===== config.mk =====
export PLATFORM = sky130hd
export DESIGN_NAME = first_fit_arena_allocator
export DESIGN_NICKNAME = d
export VERILOG_FILES = /design/src/ffa_pkg.sv /design/src/ffa_dp.sv /design/src/ffa_ctrl.sv /design/src/first_fit_arena_allocator.sv
export SDC_FILE = /design/constraint.sdc
export NUM_CORES = 1
export LEC_CHECK = 0
export BUFFER_PORTS_ARGS = -buffer_cell sky130_fd_sc_hd__buf_2
export CORE_MARGIN = 2
export CORE_UTILIZATION = 55
export DETAILED_ROUTE_END_ITERATION = 16
export PLACE_DENSITY = 0.75
export SLEW_MARGIN = 20
export SYNTH_ARGS = -nofsm -noshare
export SYNTH_HDL_FRONTEND = slang
export SYNTH_HIERARCHICAL = 1
export SYNTH_SLANG_ARGS = --single-unit
export TNS_END_PERCENT = 1

===== constraint.sdc =====
create_clock -name clk_i -period 4.45 [get_ports clk_i]
set_input_delay 0.6675 -clock clk_i [delete_from_list [all_inputs] [get_ports clk_i]]
set_output_delay 0.6675 -clock clk_i [all_outputs]
set_load 0.05 [all_outputs]

===== src/ffa_pkg.sv =====
package ffa_pkg;

  // Default geometry of the arena
  localparam int ARENA_BYTES_DEF   = 1024;
  localparam int GRANULE_BYTES_DEF = 16;
  localparam int HEADER_BYTES_DEF  = 16;

  // Smallest data area worth splitting off as a new free block
  localparam int MIN_SPLIT_BYTES = 16;

  // Field widths
  localparam int REQ_W    = 12;
  localparam int OFFS_W   = 10;
  localparam int STATUS_W = 2;

  // Item kinds
  localparam logic KIND_ALLOC = 1'b0;
  localparam logic KIND_FREE  = 1'b1;

  // Result status codes
  localparam logic [STATUS_W-1:0] ST_DONE     = 2'd0;
  localparam logic [STATUS_W-1:0] ST_NO_FIT   = 2'd1;
  localparam logic [STATUS_W-1:0] ST_BAD_FREE = 2'd2;

  // Input word
  typedef struct packed {
    logic              kind;
    logic [REQ_W-1:0]  request_bytes;
    logic [OFFS_W-1:0] release_offset;
  } ffa_in_t;

  // Result word
  typedef struct packed {
    logic [STATUS_W-1:0] status;
    logic [OFFS_W-1:0]   data_offset;
  } ffa_out_t;

  // Controller to datapath
  typedef struct packed {
    logic capture;
    logic divide;
    logic prep;
    logic alloc_step;
    logic free_step;
    logic res_load;
  } ffa_cmd_t;

  // Datapath to controller
  typedef struct packed {
    logic is_free;
    logic bad_free;
    logic found;
    logic at_last;
    logic at_end;
  } ffa_sts_t;

endpackage


===== src/ffa_dp.sv =====
module ffa_dp import ffa_pkg::*; #(
  parameter int ARENA_BYTES   = ARENA_BYTES_DEF,
  parameter int GRANULE_BYTES = GRANULE_BYTES_DEF,
  parameter int HEADER_BYTES  = HEADER_BYTES_DEF
) (
  input  logic     clk_i,
  input  logic     rst_ni,
  input  ffa_in_t  in_data_i,
  input  ffa_cmd_t cmd_i,
  output ffa_sts_t sts_o,
  output ffa_out_t out_data_o
);

  // Geometry in granules
  localparam int NGRAN   = ARENA_BYTES / GRANULE_BYTES;
  localparam int HG      = (HEADER_BYTES + GRANULE_BYTES - 1) / GRANULE_BYTES;
  localparam int HDR_PAD = HG * GRANULE_BYTES;
  localparam int SPLIT_G = (MIN_SPLIT_BYTES + GRANULE_BYTES - 1) / GRANULE_BYTES;
  localparam int IW      = $clog2(NGRAN);
  localparam int GW      = $clog2(NGRAN + 1);
  localparam int GBW     = $clog2(GRANULE_BYTES + 1);

  // Division by the granule size: multiply by a rounded-up reciprocal
  localparam int DXW   = REQ_W + 1;
  localparam int SH    = DXW + $clog2(GRANULE_BYTES);
  localparam int RECIP = (2 ** SH + GRANULE_BYTES - 1) / GRANULE_BYTES;
  localparam int RW    = $clog2(RECIP + 1);
  localparam int PW    = DXW + RW;
  localparam int QW    = (DXW > GW) ? DXW : GW;
  localparam int CW    = QW + 2;
  localparam int BW    = QW + GBW;
  localparam int OW    = GW + GBW + 1;

  ffa_in_t             in_q;
  logic [QW-1:0]       quo_q;
  logic [GW-1:0]       g_q;
  logic [GW-1:0]       cs_q;
  logic                cfree_q;
  logic                hb_q;
  logic                pf_q;
  logic [NGRAN-1:0]    start_q;
  logic [NGRAN-1:0]    used_q;
  logic [STATUS_W-1:0] st_q;
  logic [OFFS_W-1:0]   offs_q;
  ffa_out_t            res_q;

  logic [OFFS_W-1:0] rel;
  logic [DXW-1:0]    div_x;
  logic [PW-1:0]     prod;
  logic [QW-1:0]     quo_d;
  logic [IW-1:0]     q_idx;
  logic              q_in;
  logic [BW-1:0]     back;
  logic              bad;
  logic              is_free;
  logic [IW-1:0]     g_idx;
  logic [IW-1:0]     cs_idx;
  logic [IW-1:0]     m_idx;
  logic              at_end;
  logic              at_last;
  logic              bnd;
  logic [CW-1:0]     len;
  logic [CW-1:0]     m;
  logic              fit;
  logic              split;
  logic [OW-1:0]     offs_full;

  // Quotient: padded granules for an allocate, block index for a free
  assign is_free = (in_q.kind == KIND_FREE);
  assign rel     = in_q.release_offset - OFFS_W'(HDR_PAD);
  assign div_x   = is_free ? DXW'(rel)
                           : (DXW'(in_q.request_bytes) + DXW'(GRANULE_BYTES - 1));
  assign prod    = PW'(div_x) * PW'(RECIP);
  assign quo_d   = QW'(prod >> SH);

  // Free offset check
  assign q_idx = quo_q[IW-1:0];
  assign q_in  = (quo_q < QW'(NGRAN));
  assign back  = BW'(quo_q) * BW'(GRANULE_BYTES);
  assign bad   = (in_q.release_offset < OFFS_W'(HDR_PAD)) || (BW'(rel) != back) ||
                 !q_in || !start_q[q_idx] || !used_q[q_idx];

  // Scan position
  assign g_idx   = g_q[IW-1:0];
  assign cs_idx  = cs_q[IW-1:0];
  assign at_end  = (g_q == GW'(NGRAN));
  assign at_last = (g_q == GW'(NGRAN - 1));
  assign bnd     = at_end || start_q[g_idx];

  // Fit and split test for the block that ends at the scan position
  assign len   = CW'(g_q - cs_q);
  assign fit   = hb_q && cfree_q && bnd && (len >= CW'(quo_q) + CW'(HG));
  assign split = (len >= CW'(quo_q) + CW'(2 * HG + SPLIT_G));
  assign m     = CW'(cs_q) + CW'(HG) + CW'(quo_q);
  assign m_idx = m[IW-1:0];

  assign offs_full = OW'(cs_q) * OW'(GRANULE_BYTES) + OW'(HDR_PAD);

  // Block maps
  always_ff @(posedge clk_i or negedge rst_ni) begin
    if (!rst_ni) begin
      start_q <= NGRAN'(1);
      used_q  <= '0;
    end else begin
      if (cmd_i.prep && is_free && !bad) begin
        used_q[q_idx] <= 1'b0;
      end
      if (cmd_i.alloc_step && fit) begin
        used_q[cs_idx] <= 1'b1;
        if (split) begin
          start_q[m_idx] <= 1'b1;
          used_q[m_idx]  <= 1'b0;
        end
      end
      // merge: drop a free block start that follows a free block
      if (cmd_i.free_step && start_q[g_idx] && !used_q[g_idx] && pf_q) begin
        start_q[g_idx] <= 1'b0;
      end
    end
  end

  // Working registers and result word
  always_ff @(posedge clk_i) begin
    if (cmd_i.capture) begin
      in_q <= in_data_i;
    end
    if (cmd_i.divide) begin
      quo_q <= quo_d;
    end
    if (cmd_i.prep) begin
      g_q     <= '0;
      cs_q    <= '0;
      hb_q    <= 1'b0;
      cfree_q <= 1'b0;
      pf_q    <= 1'b0;
      offs_q  <= '0;
      if (is_free) begin
        st_q <= bad ? ST_BAD_FREE : ST_DONE;
      end else begin
        st_q <= ST_NO_FIT;
      end
    end
    if (cmd_i.alloc_step) begin
      if (fit) begin
        st_q   <= ST_DONE;
        offs_q <= offs_full[OFFS_W-1:0];
      end else begin
        if (bnd) begin
          cs_q    <= g_q;
          cfree_q <= !used_q[g_idx];
          hb_q    <= 1'b1;
        end
        g_q <= g_q + GW'(1);
      end
    end
    if (cmd_i.free_step) begin
      if (start_q[g_idx]) begin
        pf_q <= !used_q[g_idx];
      end
      g_q <= g_q + GW'(1);
    end
    if (cmd_i.res_load) begin
      res_q.status      <= st_q;
      res_q.data_offset <= offs_q;
    end
  end

  assign sts_o.is_free  = is_free;
  assign sts_o.bad_free = bad;
  assign sts_o.found    = fit;
  assign sts_o.at_last  = at_last;
  assign sts_o.at_end   = at_end;

  assign out_data_o = res_q;

endmodule


===== src/ffa_ctrl.sv =====
module ffa_ctrl import ffa_pkg::*; (
  input  logic     clk_i,
  input  logic     rst_ni,
  input  logic     in_valid_i,
  output logic     in_ready_o,
  output logic     out_valid_o,
  input  logic     out_ready_i,
  input  ffa_sts_t sts_i,
  output ffa_cmd_t cmd_o
);

  typedef enum logic [2:0] {
    S_IDLE,
    S_DIV,
    S_PREP,
    S_ALLOC,
    S_FREE,
    S_FINISH
  } state_e;

  state_e state_q;
  logic   out_valid_q;
  logic   res_ok;

  assign in_ready_o  = (state_q == S_IDLE);
  assign out_valid_o = out_valid_q;
  // result register free or being emptied this cycle
  assign res_ok      = !out_valid_q || out_ready_i;

  // Command decode
  always_comb begin
    cmd_o = '0;
    case (state_q)
      S_IDLE:   cmd_o.capture    = in_valid_i;
      S_DIV:    cmd_o.divide     = 1'b1;
      S_PREP:   cmd_o.prep       = 1'b1;
      S_ALLOC:  cmd_o.alloc_step = 1'b1;
      S_FREE:   cmd_o.free_step  = 1'b1;
      S_FINISH: cmd_o.res_load   = res_ok;
      default:  cmd_o = '0;
    endcase
  end

  // Sequencer and output valid
  always_ff @(posedge clk_i or negedge rst_ni) begin
    if (!rst_ni) begin
      state_q     <= S_IDLE;
      out_valid_q <= 1'b0;
    end else begin
      if (cmd_o.res_load) begin
        out_valid_q <= 1'b1;
      end else if (out_ready_i) begin
        out_valid_q <= 1'b0;
      end
      case (state_q)
        S_IDLE: begin
          if (in_valid_i) state_q <= S_DIV;
        end
        S_DIV: begin
          state_q <= S_PREP;
        end
        S_PREP: begin
          if (!sts_i.is_free) begin
            state_q <= S_ALLOC;
          end else if (sts_i.bad_free) begin
            state_q <= S_FINISH;
          end else begin
            state_q <= S_FREE;
          end
        end
        S_ALLOC: begin
          if (sts_i.found || sts_i.at_end) state_q <= S_FINISH;
        end
        S_FREE: begin
          if (sts_i.at_last) state_q <= S_FINISH;
        end
        S_FINISH: begin
          if (res_ok) state_q <= S_IDLE;
        end
        default: state_q <= S_IDLE;
      endcase
    end
  end

endmodule


===== src/first_fit_arena_allocator.sv =====
// An allocate scans granules up to the chosen block, a free scans all N granules of the arena,
//   a rejected free scans none; N = ARENA_BYTES / GRANULE_BYTES (64 by default).
// Throughput: one word at a time; the granule scan, one granule per cycle, sets the rate.
// A finished result waits in an output register while the next word is taken.
// Reset (async, active low): the arena is one free block starting at granule zero.
module first_fit_arena_allocator import ffa_pkg::*; #(
  parameter int ARENA_BYTES   = ARENA_BYTES_DEF,
  parameter int GRANULE_BYTES = GRANULE_BYTES_DEF,
  parameter int HEADER_BYTES  = HEADER_BYTES_DEF
) (
  input  logic     clk_i,
  input  logic     rst_ni,
  input  logic     in_valid_i,
  output logic     in_ready_o,
  input  ffa_in_t  in_data_i,
  output logic     out_valid_o,
  input  logic     out_ready_i,
  output ffa_out_t out_data_o
);

  ffa_cmd_t cmd;
  ffa_sts_t sts;

  // Sequencer
  ffa_ctrl u_ctrl (
    .clk_i       (clk_i),
    .rst_ni      (rst_ni),
    .in_valid_i  (in_valid_i),
    .in_ready_o  (in_ready_o),
    .out_valid_o (out_valid_o),
    .out_ready_i (out_ready_i),
    .sts_i       (sts),
    .cmd_o       (cmd)
  );

  // Block maps and arithmetic
  ffa_dp #(
    .ARENA_BYTES   (ARENA_BYTES),
    .GRANULE_BYTES (GRANULE_BYTES),
    .HEADER_BYTES  (HEADER_BYTES)
  ) u_dp (
    .clk_i      (clk_i),
    .rst_ni     (rst_ni),
    .in_data_i  (in_data_i),
    .cmd_i      (cmd),
    .sts_o      (sts),
    .out_data_o (out_data_o)
  );

endmodule


==> results of run 1 <==
area by class of cell:
class | count | area share
multi-input combinational | 977 | 0.475
sequential | 205 | 0.377
timing repair buffer | 98 | 0.0504
clock buffer | 31 | 0.0483
tap | 280 | 0.0254
clock inverter | 13 | 0.0158
inverter | 29 | 0.00788
stage by stage:
step	setup slack (ns)	instance area [sq um]	utilization
after floorplan	0.213	12200	-
after global placement	0.316	12900	0.590
after detailed placement	0.234	12900	0.590
after CTS	0.200	13800	0.631
after global routing	-0.0790	13800	0.633
final	0.210	13800	0.633
cell families (layout without fill, tap and decap cells):
logic type | count (synthesis) | in the layout
flip-flops | 205 | 205
AND/OR/NAND/NOR | 448 | 448
adder cells (fa/ha/maj) | 33 | 33
buffers and inverters | 107 | 171
AO/OA/AOI/OAI | 385 | 385
multiplexers | 66 | 66
XOR/XNOR | 45 | 45
cells in the final DEF, fill, tap and decap left out, drive strengths merged, types with 18 or more instances in the layout:
cell,count
nand2,82
xnor2,25
nand3,112
edfxtp,44
mux2i,35
dfxtp,29
nor3,36
ha,31
o21ai,104
inv,25
o22a,18
a2bb2oi,51
o22ai,22
clkbuf,31
a21oi,87
buf,98
nand4,20
xor2,20
nor2,104
dfrtp,131
worst max-delay path, cell delays in order, from the launching register on:
cell and delay [ns]:
dfxtp_1 0.33, buf_4 0.34, ha_1 0.30, nor2b_1 0.14, o21a_1 0.18, o21a_1 0.21
o21a_1 0.17, nor2_1 0.11, xnor2_1 0.12, ha_1 0.35, nand3_1 0.08, o31a_1 0.24
a32o_1 0.25, nand2_1 0.06, o2111a_1 0.19, buf_4 0.20, nand4_1 0.42, nor2_1 0.32
a2bb2oi_1 0.17
sequential cells by signal, indices dropped and copies added (netlist names):
register / flops
u_dp/cfree_q: 1
u_dp/start_q: 64
u_ctrl/out_valid_o: 1
u_dp/cs_q: 7
u_ctrl/state_q: 3
u_dp/hb_q: 1
u_dp/is_free: 1
u_dp/quo_q: 9
u_dp/in_q: 22
u_dp/out_data_o: 12
u_dp/st_q: 2
u_dp/offs_q: 10
u_dp/pf_q: 1
u_dp/g_q: 7
u_dp/used_q: 64
report_power, final:
| part | switching (uW) | internal [uW] | leakage (uW) |
|---|---|---|---|
| Combinational | 27.1 | 9.27 | 0.00287 |
| Clock | 827 | 1360 | 0.000432 |
| Sequential | 0.0000000000000194 | 1910 | 0.00249 |
worst paths after layout:
path,cells after the start,slack (ns),end
min in group clk_i,1,0.30,u_dp/in_q[21]
worst max-delay path,18,0.21,u_dp/start_q[3]
worst min-delay path,1,0.18,u_ctrl/state_q[1]
worst min register to register,0,0.43,u_dp/out_data_o[3]
max in group asynchronous,2,3.19,u_dp/used_q[50]
worst max register to register,18,0.21,u_dp/start_q[3]
routing by layer:
metal	GRT usage	vias to the layer above	wire length, um
met5	0	-	0
met4	0.224	0	3460
met3	0.141	283	6500
met2	0.520	948	17800
met1	0.492	5447	16400
li1	-	4951	-
repair_timing:
| item | in CTS | in global routing |
|---|---|---|
| setup buffers | 0 | 1 |
| gates resized for setup | 0 | 3 |
| endpoints found under the setup margin | 0 | 82 |
==> metrics.txt, run 1 <==
# TYPE chip_impl_metric gauge
chip_impl_metric{name="timing.critical_path.fanout_max",unit=""} 23
chip_impl_info{name="ctsRootBufferMaster",value="clkbuf_16"} 1
chip_impl_info{name="endpoint_kind",value="flip-flop"} 1
chip_impl_metric{name="vias_per_cell",unit=""} 7.12
chip_impl_metric{name="placedCellCount",unit=""} 1587
chip_impl_metric{name="final.setup.tns",unit="ns"} 0
chip_impl_metric{name="max-cap-violations",unit=""} 0
chip_impl_metric{name="finalNetCount",unit=""} 1395
chip_impl_metric{name="asyncSetResetFlopFracSynth",unit=""} 0.644
chip_impl_metric{name="grt_total_usage",unit=""} 0.372
chip_impl_metric{name="wirelength_per_cell",unit="um"} 27.0
chip_impl_metric{name="dieArea",unit="sq mm"} 0.0234
chip_impl_info{name="category_of_the_most_critical_setup_path",value="reg -> reg"} 1
chip_impl_metric{name="final.fill_count",unit=""} 1785
chip_impl_info{name="run_status",value="complete, no violations"} 1
chip_impl_info{name="largest_family_of_logic_cells_by_synthesized_area",value="compound AO/OA/AOI/OAI gates"} 1
chip_impl_metric{name="worst-endpoint-arrival",unit="ns"} 4.70
chip_impl_metric{name="layout-drive-gt1-share",unit=""} 0.149
chip_impl_metric{name="mux_cell_area_share_after_synthesis",unit=""} 0.0711
chip_impl_metric{name="first_pass_iters",unit=""} 7
chip_impl_metric{name="drcViolationCount",unit=""} 0
chip_impl_metric{name="synth_compound_area_frac",unit=""} 0.208
chip_impl_metric{name="clk-insertion-delay-late",unit="ns"} 0.54
chip_impl_metric{name="boundaryPins",unit=""} 41
chip_impl_metric{name="max_slew_margin",unit=""} 0.144
chip_impl_metric{name="skew",unit="ns"} 0.0242
chip_impl_info{name="most_frequent_cells_after_synthesis",value="131 x dfrtp_1, 104 x nand3_1, 104 x nor2_1, 87 x a21oi_1, 85 x o21ai_0"} 1
chip_impl_info{name="post-synth-top-area-cell",value="dfrtp_1"} 1
chip_impl_info{name="worst_r2r_startpoint",value="u_dp/g_q[1]"} 1
chip_impl_metric{name="number_of_buffers_inserted_for_hold_repair_after_clock_tree_synthesis",unit=""} 0
chip_impl_metric{name="chipWidth",unit="um"} 153
chip_impl_metric{name="critPathRequiredTime",unit="ns"} 4.91
chip_impl_info{name="critPathLaunchType",value="flip-flop"} 1
chip_impl_metric{name="timing.final.max_slew_violations",unit=""} 0
chip_impl_metric{name="power.density",unit="mW/mm^2"} 299
chip_impl_metric{name="cts_inserted_buffers",unit=""} 24
chip_impl_info{name="synth.most_common_cell",value="dfrtp_1"} 1
chip_impl_metric{name="die-height",unit="um"} 153
chip_impl_metric{name="power.static_leakage",unit="uW"} 0.00579
chip_impl_metric{name="maximum_number_of_pins_on_one_net_before_global_route_repair",unit=""} 60
chip_impl_info{name="crit_path_start",value="u_dp/g_q[1]"} 1
chip_impl_metric{name="syn_nets",unit=""} 1349
chip_impl_metric{name="synth_enable_flop_cells",unit=""} 44
chip_impl_metric{name="hpwl",unit="mm"} 29.5
chip_impl_metric{name="core_area",unit="sq mm"} 0.0218
chip_impl_metric{name="post_synth_inst_count",unit=""} 1289
chip_impl_metric{name="worst_slew_pin_slew",unit="ns"} 1.27
chip_impl_metric{name="first_global_vias",unit=""} 11100
chip_impl_info{name="synthTopCellsByArea",value="dfrtp_1 27%, edfxtp_1 11%, dfxtp_1 4.8%"} 1
chip_impl_metric{name="synth_largest_type_area_fraction",unit=""} 0.269
chip_impl_metric{name="starting_density_of_the_core",unit=""} 0.559
chip_impl_metric{name="cts.sinks",unit=""} 205
chip_impl_metric{name="first_iter_violations",unit=""} 1761
chip_impl_metric{name="post_synthesis_share_of_cell_area_spent_on_and_or_nand_and_nor_gates",unit=""} 0.185
chip_impl_info{name="hold_path_class",value="in -> async"} 1
chip_impl_metric{name="timing.final.setup_violations",unit=""} 0
chip_impl_metric{name="drtAntennaViolNets",unit=""} 0
chip_impl_metric{name="layoutNonFillerInstCount",unit=""} 1633
chip_impl_metric{name="fin_hold_ws",unit="ns"} 0.181
chip_impl_metric{name="cts-htree-levels",unit=""} 1
chip_impl_metric{name="ys_types",unit=""} 76
chip_impl_metric{name="gpl_wtd_cong",unit=""} 1.06
chip_impl_metric{name="grt_first_pass_wirelength",unit="mm"} 66.7
chip_impl_metric{name="syn_area",unit="sq mm"} 0.0122
chip_impl_metric{name="dr_total_vias",unit=""} 11600
chip_impl_metric{name="max-clock-path-buffers",unit=""} 3
chip_impl_metric{name="min_period_over_period",unit=""} 0.953
chip_impl_metric{name="multiInputGateArea",unit="sq mm"} 0.00656
chip_impl_metric{name="ys_ff_latch",unit=""} 205
chip_impl_metric{name="final-hold-violation-count",unit=""} 0
chip_impl_metric{name="portBuffers",unit=""} 40
chip_impl_metric{name="total_power",unit="uW"} 4130
chip_impl_metric{name="worst_case_vdd_ir_drop",unit="mV"} 0.261
chip_impl_metric{name="areaGrowthSynthToFinish",unit="%"} 13.1
chip_impl_metric{name="area.sequential",unit="sq mm"} 0.00521
chip_impl_metric{name="gr-total-overflow",unit=""} 0
chip_impl_metric{name="synth.yosys.warnings",unit=""} 6
chip_impl_info{name="setup_repair_after_global_routing_missed_its_margin",value="true"} 1
chip_impl_metric{name="cts.clk_slew.worst_paths",unit="ns"} 0.06
chip_impl_info{name="synth-main-ff-cell",value="dfrtp_1"} 1
chip_impl_metric{name="placementRows",unit=""} 54
chip_impl_metric{name="wl",unit="mm"} 44.2
chip_impl_metric{name="synth_adder_area_share",unit=""} 0.0351
chip_impl_metric{name="synth_sequential_area_ratio",unit=""} 0.427
chip_impl_metric{name="number_of_antenna_violations_at_the_first_check_in_global_routing",unit=""} 1
chip_impl_info{name="cts_tree",value="done"} 1
chip_impl_metric{name="final.min_clock_period",unit="ns"} 4.24
chip_impl_metric{name="clock.fmax",unit="GHz"} 0.236
chip_impl_metric{name="avgSynthCellArea",unit="sq um"} 9.47
chip_impl_metric{name="synth_xor_area_frac",unit=""} 0.0323
chip_impl_metric{name="n_antenna_cell",unit=""} 0
No activity file was read; power rests on OpenSTA's default activity.
==> run 2: changes to the inputs <==
CORE_UTILIZATION = 35   (was 55)
PLACE_DENSITY = default   (was 0.75)
==> metrics.txt, run 2 (same netlist as run 1, synthesis figures left out) <==
# TYPE chip_impl_metric gauge
chip_impl_info{name="run_status",value="complete, no violations"} 1
chip_impl_metric{name="die-height",unit="um"} 191
chip_impl_info{name="hold_path_class",value="in -> async"} 1
chip_impl_info{name="critical-path-slowest-cell",value="fa_1"} 1
chip_impl_metric{name="gpl_wtd_cong",unit=""} 1.02
chip_impl_metric{name="dpl_cell_area",unit="sq mm"} 0.0132
chip_impl_metric{name="max-cap-violations",unit=""} 0
chip_impl_metric{name="skew",unit="ns"} 0.0171
chip_impl_metric{name="cts_inserted_buffers",unit=""} 24
chip_impl_info{name="critPathLaunchType",value="flip-flop"} 1
chip_impl_metric{name="core_area",unit="sq mm"} 0.0345
chip_impl_metric{name="power.density",unit="mW/mm^2"} 288
chip_impl_metric{name="wl",unit="mm"} 47.5
chip_impl_metric{name="areaGrowthSynthToFinish",unit="%"} 15.2
chip_impl_metric{name="vias_per_cell",unit=""} 6.36
chip_impl_metric{name="timing.final.max_slew_violations",unit=""} 0
chip_impl_metric{name="final.min_clock_period",unit="ns"} 4.23
chip_impl_metric{name="grt_first_pass_wirelength",unit="mm"} 70.9
chip_impl_metric{name="number_of_buffers_inserted_for_hold_repair_after_clock_tree_synthesis",unit=""} 0
chip_impl_metric{name="cts.sinks",unit=""} 205
chip_impl_metric{name="timing.critical_path.fanout_max",unit=""} 76
chip_impl_metric{name="cp_slowest_stage_delay",unit="ns"} 0.41
chip_impl_metric{name="dieArea",unit="sq mm"} 0.0364
chip_impl_metric{name="min_period_over_period",unit=""} 0.950
chip_impl_info{name="category_of_the_most_critical_setup_path",value="reg -> reg"} 1
chip_impl_metric{name="fin_hold_ws",unit="ns"} 0.135
chip_impl_info{name="critical_path_cell_by_cell",value="inv_1, ha_1, fa_1, nor2b_1, o21a_1, o21a_1, o21a_1, nor2_1, xnor2_2, ha_1, nand3_1, o31a_1, a32o_1, nand2_1, o2111a_2, and2_2, buf_16, nand3_1, a21oi_1"} 1
chip_impl_metric{name="chipWidth",unit="um"} 191
chip_impl_metric{name="boundaryPins",unit=""} 41
chip_impl_metric{name="starting_density_of_the_core",unit=""} 0.354
chip_impl_metric{name="n_antenna_cell",unit=""} 0
chip_impl_metric{name="final-hold-violation-count",unit=""} 0
chip_impl_metric{name="clk-insertion-delay-late",unit="ns"} 0.54
chip_impl_metric{name="first_pass_iters",unit=""} 6
chip_impl_metric{name="hpwl",unit="mm"} 31.9
chip_impl_info{name="most_frequent_standard_cell_in_the_layout_excluding_fill_and_tap_cells",value="dfrtp_1"} 1
chip_impl_info{name="top_regs",value="u_dp/start_q: 64 flops, u_dp/used_q: 64 flops, u_dp/in_q: 22 flops"} 1
chip_impl_metric{name="gr-total-overflow",unit=""} 0
chip_impl_metric{name="dr_total_vias",unit=""} 11600
chip_impl_info{name="setup_repair_after_global_routing_missed_its_margin",value="true"} 1
chip_impl_metric{name="wirelength_per_cell",unit="um"} 26.1
chip_impl_metric{name="cts.clk_slew.worst_paths",unit="ns"} 0.06
chip_impl_metric{name="maximum_number_of_pins_on_one_net_before_global_route_repair",unit=""} 77
chip_impl_metric{name="post-route-util",unit=""} 0.408
chip_impl_metric{name="worst_slew_pin_slew",unit="ns"} 1.12
chip_impl_metric{name="cp.buffers_inverters",unit=""} 2
chip_impl_metric{name="drcViolationCount",unit=""} 0
chip_impl_metric{name="timing.final.setup_violations",unit=""} 0
chip_impl_metric{name="worst_case_vdd_ir_drop",unit="mV"} 0.254
chip_impl_metric{name="drtAntennaViolNets",unit=""} 0
chip_impl_metric{name="max-clock-path-buffers",unit=""} 3
chip_impl_metric{name="power.static_leakage",unit="uW"} 0.00581
chip_impl_metric{name="portBuffers",unit=""} 40
chip_impl_info{name="cts_tree",value="done"} 1
chip_impl_info{name="most-common-layout-cells",value="131 x dfrtp_1, 104 x nor2_1, 104 x nand3_1"} 1
chip_impl_metric{name="final.setup.tns",unit="ns"} 0
chip_impl_metric{name="layout-drive-gt1-share",unit=""} 0.155
chip_impl_metric{name="preCtsSetupSlack",unit="ns"} -0.0387
chip_impl_metric{name="finish.instance_area",unit="sq mm"} 0.0141
chip_impl_metric{name="critPathRequiredTime",unit="ns"} 4.91
chip_impl_info{name="path_delay_family",value="compound AO/OA/AOI/OAI gates"} 1
chip_impl_metric{name="max_slew_margin",unit=""} 0.249
chip_impl_info{name="critical-path-top-cell-by-count",value="o21a_1"} 1
chip_impl_metric{name="placementRows",unit=""} 68
chip_impl_metric{name="setup_slack",unit="ns"} 0.223
chip_impl_info{name="endpoint_kind",value="flip-flop"} 1
chip_impl_metric{name="first_global_vias",unit=""} 11200
chip_impl_metric{name="first_iter_violations",unit=""} 1486
chip_impl_metric{name="cts-htree-levels",unit=""} 1
chip_impl_info{name="ctsRootBufferMaster",value="clkbuf_16"} 1
chip_impl_metric{name="worst-endpoint-arrival",unit="ns"} 4.69
chip_impl_metric{name="clock.fmax",unit="GHz"} 0.237
chip_impl_metric{name="number_of_antenna_violations_at_the_first_check_in_global_routing",unit=""} 0
chip_impl_metric{name="finalNetCount",unit=""} 1407
chip_impl_metric{name="grt_total_usage",unit=""} 0.260
## run 2: worst paths after layout
| path | cells past startpoint | from | to | slack [ns] |
|---|---|---|---|---|
| setup / recovery | 19 | u_dp/g_q[0] | u_dp/used_q[61] | 0.22 |
| hold / removal | 1 | rst_ni | u_ctrl/state_q[1] | 0.14 |
| setup reg to reg | 19 | u_dp/g_q[0] | u_dp/used_q[61] | 0.22 |
| hold reg to reg | 0 | u_dp/offs_q[3] | u_dp/out_data_o[3] | 0.42 |
| max in group asynchronous | 2 | rst_ni | u_dp/used_q[18] | 3.32 |
| min in group clk_i | 1 | in_data_i[2] | u_dp/in_q[2] | 0.30 |
## run 2: repair_timing
item                                    CTS  global route
endpoints found under the hold margin     0             0
resized for setup                         1             5
cloned                                    0             0
pin swaps                                 2             2
setup buffers                             1             1
endpoints found under the setup margin   12           106
## run 2: layer usage
layer | vias up | global-route usage | part of all wire
li1 | 4968 | - | -
met1 | 5619 | 0.340 | 0.39
met2 | 777 | 0.376 | 0.42
met3 | 203 | 0.0731 | 0.12
met4 | 0 | 0.168 | 0.071
met5 | - | 0 | 0
## run 2: worst register-to-register path: cells and delay by family (launching register included)
family                     cells  cell delay, ns
DFF                            1            0.33
and+or+nand+nor                6            0.77
xor gates and xnor gates       1            0.15
adders and majority gates      3            0.98
buffers and inverters          2            0.39
AOI/OAI and AO/OA              7            1.53
## run 2: final cells by class
type	count	area (sq um)
inverter	29	109
fill	3377	20400
clock buffer	31	637
tap	455	569
clock inverter	13	190
sequential	205	5210
timing repair buffer	110	777
multi-input combinational	977	6560
## run 2: report_power, final
group | total, uW | internal [uW] | switching, uW | leakage (uW)
registers | 1910 | 1910 | 0.0000000000000199 | 0.00249
clock network | 2100 | 1250 | 853 | 0.000390
logic | 37.5 | 9.64 | 27.9 | 0.00293
## run 2: metrics by stage
step / cells / power (uW)
after floorplan: 1289 / 1950
after global placement: 1774 / 1990
final: 1820 / 4050
after global routing: 1820 / 4160
after CTS: 1819 / 4080
after detailed placement: 1774 / 1990
==> run 3: changes to the inputs <==
CTS_CLUSTER_SIZE = 8   (was default)
PLACE_DENSITY_LB_ADDON = 0.08   (was default)
clock period = 4.3 ns   (was 4.45 ns; I/O delays follow)
==> metrics.txt, run 3 (same netlist as run 1, synthesis figures left out) <==
# TYPE chip_impl_metric gauge
chip_impl_metric{name="dr_total_vias",unit=""} 11300
chip_impl_metric{name="boundaryPins",unit=""} 41
chip_impl_metric{name="intPower",unit="uW"} 3310
chip_impl_info{name="critical-path-top-cell-by-count",value="o21a_1"} 1
chip_impl_metric{name="portBuffers",unit=""} 40
chip_impl_metric{name="gpl_wtd_cong",unit=""} 0.953
chip_impl_metric{name="skew",unit="ns"} 0.0208
chip_impl_metric{name="seq_power_share",unit=""} 0.464
chip_impl_metric{name="areaGrowthSynthToFinish",unit="%"} 17.4
chip_impl_metric{name="die-height",unit="um"} 191
chip_impl_info{name="category_of_the_most_critical_setup_path",value="reg -> reg"} 1
chip_impl_metric{name="fin_hold_ws",unit="ns"} 0.240
chip_impl_metric{name="cts.clk_slew.worst_paths",unit="ns"} 0.05
chip_impl_metric{name="max-cap-violations",unit=""} 0
chip_impl_metric{name="grt_first_pass_wirelength",unit="mm"} 74.5
chip_impl_metric{name="drcViolationCount",unit=""} 0
chip_impl_metric{name="placementRows",unit=""} 68
chip_impl_metric{name="first_pass_iters",unit=""} 8
chip_impl_metric{name="core_area",unit="sq mm"} 0.0345
chip_impl_info{name="endpoint_kind",value="flip-flop"} 1
chip_impl_metric{name="clock.fmax",unit="GHz"} 0.242
chip_impl_metric{name="maximum_number_of_pins_on_one_net_before_global_route_repair",unit=""} 96
chip_impl_info{name="most-common-layout-cells",value="131 x dfrtp_1, 104 x nand3_1, 98 x nor2_1"} 1
chip_impl_metric{name="starting_density_of_the_core",unit=""} 0.354
chip_impl_metric{name="n_antenna_cell",unit=""} 0
chip_impl_metric{name="p_clk_frac",unit=""} 0.525
chip_impl_metric{name="worst_case_vdd_ir_drop",unit="mV"} 0.302
chip_impl_info{name="hold_path_class",value="in -> reg"} 1
chip_impl_metric{name="cp_slowest_stage_delay",unit="ns"} 0.40
chip_impl_info{name="critical-path-slowest-cell",value="nand4_1"} 1
chip_impl_metric{name="wirelength_per_cell",unit="um"} 27.4
chip_impl_info{name="run_status",value="complete, no violations"} 1
chip_impl_metric{name="finalNetCount",unit=""} 1430
chip_impl_metric{name="chipWidth",unit="um"} 191
chip_impl_metric{name="power.static_leakage",unit="uW"} 0.00595
chip_impl_metric{name="number_of_antenna_violations_at_the_first_check_in_global_routing",unit=""} 1
chip_impl_metric{name="timing.critical_path.fanout_max",unit=""} 12
chip_impl_metric{name="first_iter_violations",unit=""} 1196
chip_impl_metric{name="final-hold-violation-count",unit=""} 0
chip_impl_info{name="ctsRootBufferMaster",value="clkbuf_16"} 1
chip_impl_metric{name="wl",unit="mm"} 50.7
chip_impl_metric{name="grt_total_usage",unit=""} 0.280
chip_impl_metric{name="vias_per_cell",unit=""} 6.12
chip_impl_metric{name="cts.sinks",unit=""} 205
chip_impl_metric{name="gr-total-overflow",unit=""} 0
chip_impl_metric{name="clk-insertion-delay-late",unit="ns"} 0.58
chip_impl_metric{name="hpwl",unit="mm"} 34.5
chip_impl_metric{name="timing.final.max_slew_violations",unit=""} 0
chip_impl_metric{name="timing.final.setup_violations",unit=""} 0
chip_impl_metric{name="combPwrFrac",unit=""} 0.010
chip_impl_info{name="cts_tree",value="done"} 1
chip_impl_metric{name="preCtsSetupSlack",unit="ns"} 0.0577
chip_impl_metric{name="max_slew_margin",unit=""} 0.196
chip_impl_info{name="critical_path_cell_by_cell",value="inv_1, ha_1, fa_2, nor2b_1, o21a_1, o21a_1, o21a_1, nor2_1, xnor2_1, ha_1, nand3_1, o31a_1, a32o_1, nand2_1, o2111a_1, buf_4, nand4_1, nor2_1, a2bb2oi_1"} 1
chip_impl_metric{name="switching_share",unit=""} 0.224
chip_impl_metric{name="dieArea",unit="sq mm"} 0.0364
chip_impl_metric{name="critPathRequiredTime",unit="ns"} 4.80
chip_impl_info{name="setup_repair_after_global_routing_missed_its_margin",value="true"} 1
chip_impl_metric{name="final.min_clock_period",unit="ns"} 4.13
chip_impl_metric{name="final.setup.tns",unit="ns"} 0
chip_impl_metric{name="worst-endpoint-arrival",unit="ns"} 4.63
chip_impl_info{name="critPathLaunchType",value="flip-flop"} 1
chip_impl_metric{name="worst_slew_pin_slew",unit="ns"} 1.20
chip_impl_metric{name="power.switching",unit="uW"} 955
chip_impl_info{name="most_frequent_standard_cell_in_the_layout_excluding_fill_and_tap_cells",value="dfrtp_1"} 1
chip_impl_metric{name="cts-htree-levels",unit=""} 1
chip_impl_metric{name="first_global_vias",unit=""} 11000
chip_impl_metric{name="power.density",unit="mW/mm^2"} 298
chip_impl_metric{name="drtAntennaViolNets",unit=""} 0
chip_impl_info{name="top_regs",value="u_dp/start_q: 64 flops, u_dp/used_q: 64 flops, u_dp/in_q: 22 flops"} 1
chip_impl_metric{name="cts_inserted_buffers",unit=""} 30
chip_impl_metric{name="min_period_over_period",unit=""} 0.962
chip_impl_metric{name="setup_slack",unit="ns"} 0.165
chip_impl_metric{name="layout-drive-gt1-share",unit=""} 0.165
chip_impl_metric{name="max-clock-path-buffers",unit=""} 3
## run 3: changes by cell type in the layout (fill, tap and decap cells not counted), moves of 4 or more
cell | before | now
clkbuf_1 | 6 | 22
buf_4 | 67 | 74
buf_12 | 2 | 8
clkbuf_16 | 24 | 30
nor2_1 | 104 | 98
nor2_2 | 0 | 6
bufinv_16 | 4 | 0
clkinvlp_4 | 4 | 0
## run 3: per-layer routing
layer,up-vias,wire length [um],track usage
met3,156,4290,0.0521
li1,5042,-,-
met4,2,2510,0.123
met2,587,21900,0.421
met1,5532,22000,0.392
met5,-,11,0
## run 3: worst max-delay path: cells and delay by family, from the launching register on
family / cells / cell delay (ns)
AOI/OAI and AO/OA: 7 / 1.34
xor gates and xnor gates: 1 / 0.15
and+or+nand+nor: 6 / 1.08
adders and majority gates: 3 / 0.94
DFF: 1 / 0.32
buffers and inverters: 2 / 0.23
## run 3: worst paths after layout
check	startpoint	endpoint	slack, ns	cells after the start
max in group asynchronous	rst_ni	u_dp/used_q[54]	3.08	3
max	u_dp/g_q[0]	u_dp/start_q[29]	0.17	19
max reg2reg	u_dp/g_q[0]	u_dp/start_q[29]	0.17	19
min	in_data_i[21]	u_dp/in_q[21]	0.24	1
min reg2reg	u_dp/offs_q[2]	u_dp/out_data_o[2]	0.43	0
min in group asynchronous	rst_ni	u_dp/used_q[7]	0.51	2
## run 3: metrics by stage
| step | util | instance area, sq um | std cells | power, uW |
|---|---|---|---|---|
| global route | 0.416 | 14300 | 1849 | 4410 |
| finish | 0.416 | 14300 | 1849 | 4270 |
| CTS | 0.413 | 14200 | 1846 | 4310 |
| floorplan | - | 12200 | 1289 | 2020 |
| global placement | 0.387 | 13300 | 1790 | 2060 |
| detailed placement | 0.388 | 13400 | 1790 | 2060 |
## run 3: cell type report
type | instances | area (sq um)
fillers | 3452 | 20100
multi-input cells | 977 | 6580
flip-flops and latches | 205 | 5210
repair buffers | 127 | 993
clock buffers | 53 | 847
well taps | 455 | 569
inverters | 29 | 109
clock inverters | 3 | 27.5
## run 3: what timing repair did
item	4_1_cts	5_1_grt
setup buffers	0	1
endpoints found under the setup margin	0	122
hold buffers	0	1
hold endpoints to repair	0	20
resized for setup	0	16
## run 3: power groups by stage
stage                     clock (uW)  combinational, uW  sequential (uW)
after global routing            2380               50.5             1980
after detailed placement           0               42.3             2020
final                           2240               43.9             1980
after global placement             0               42.5             2020
after floorplan                    0              0.152             2020
after CTS                       2290               42.7             1980
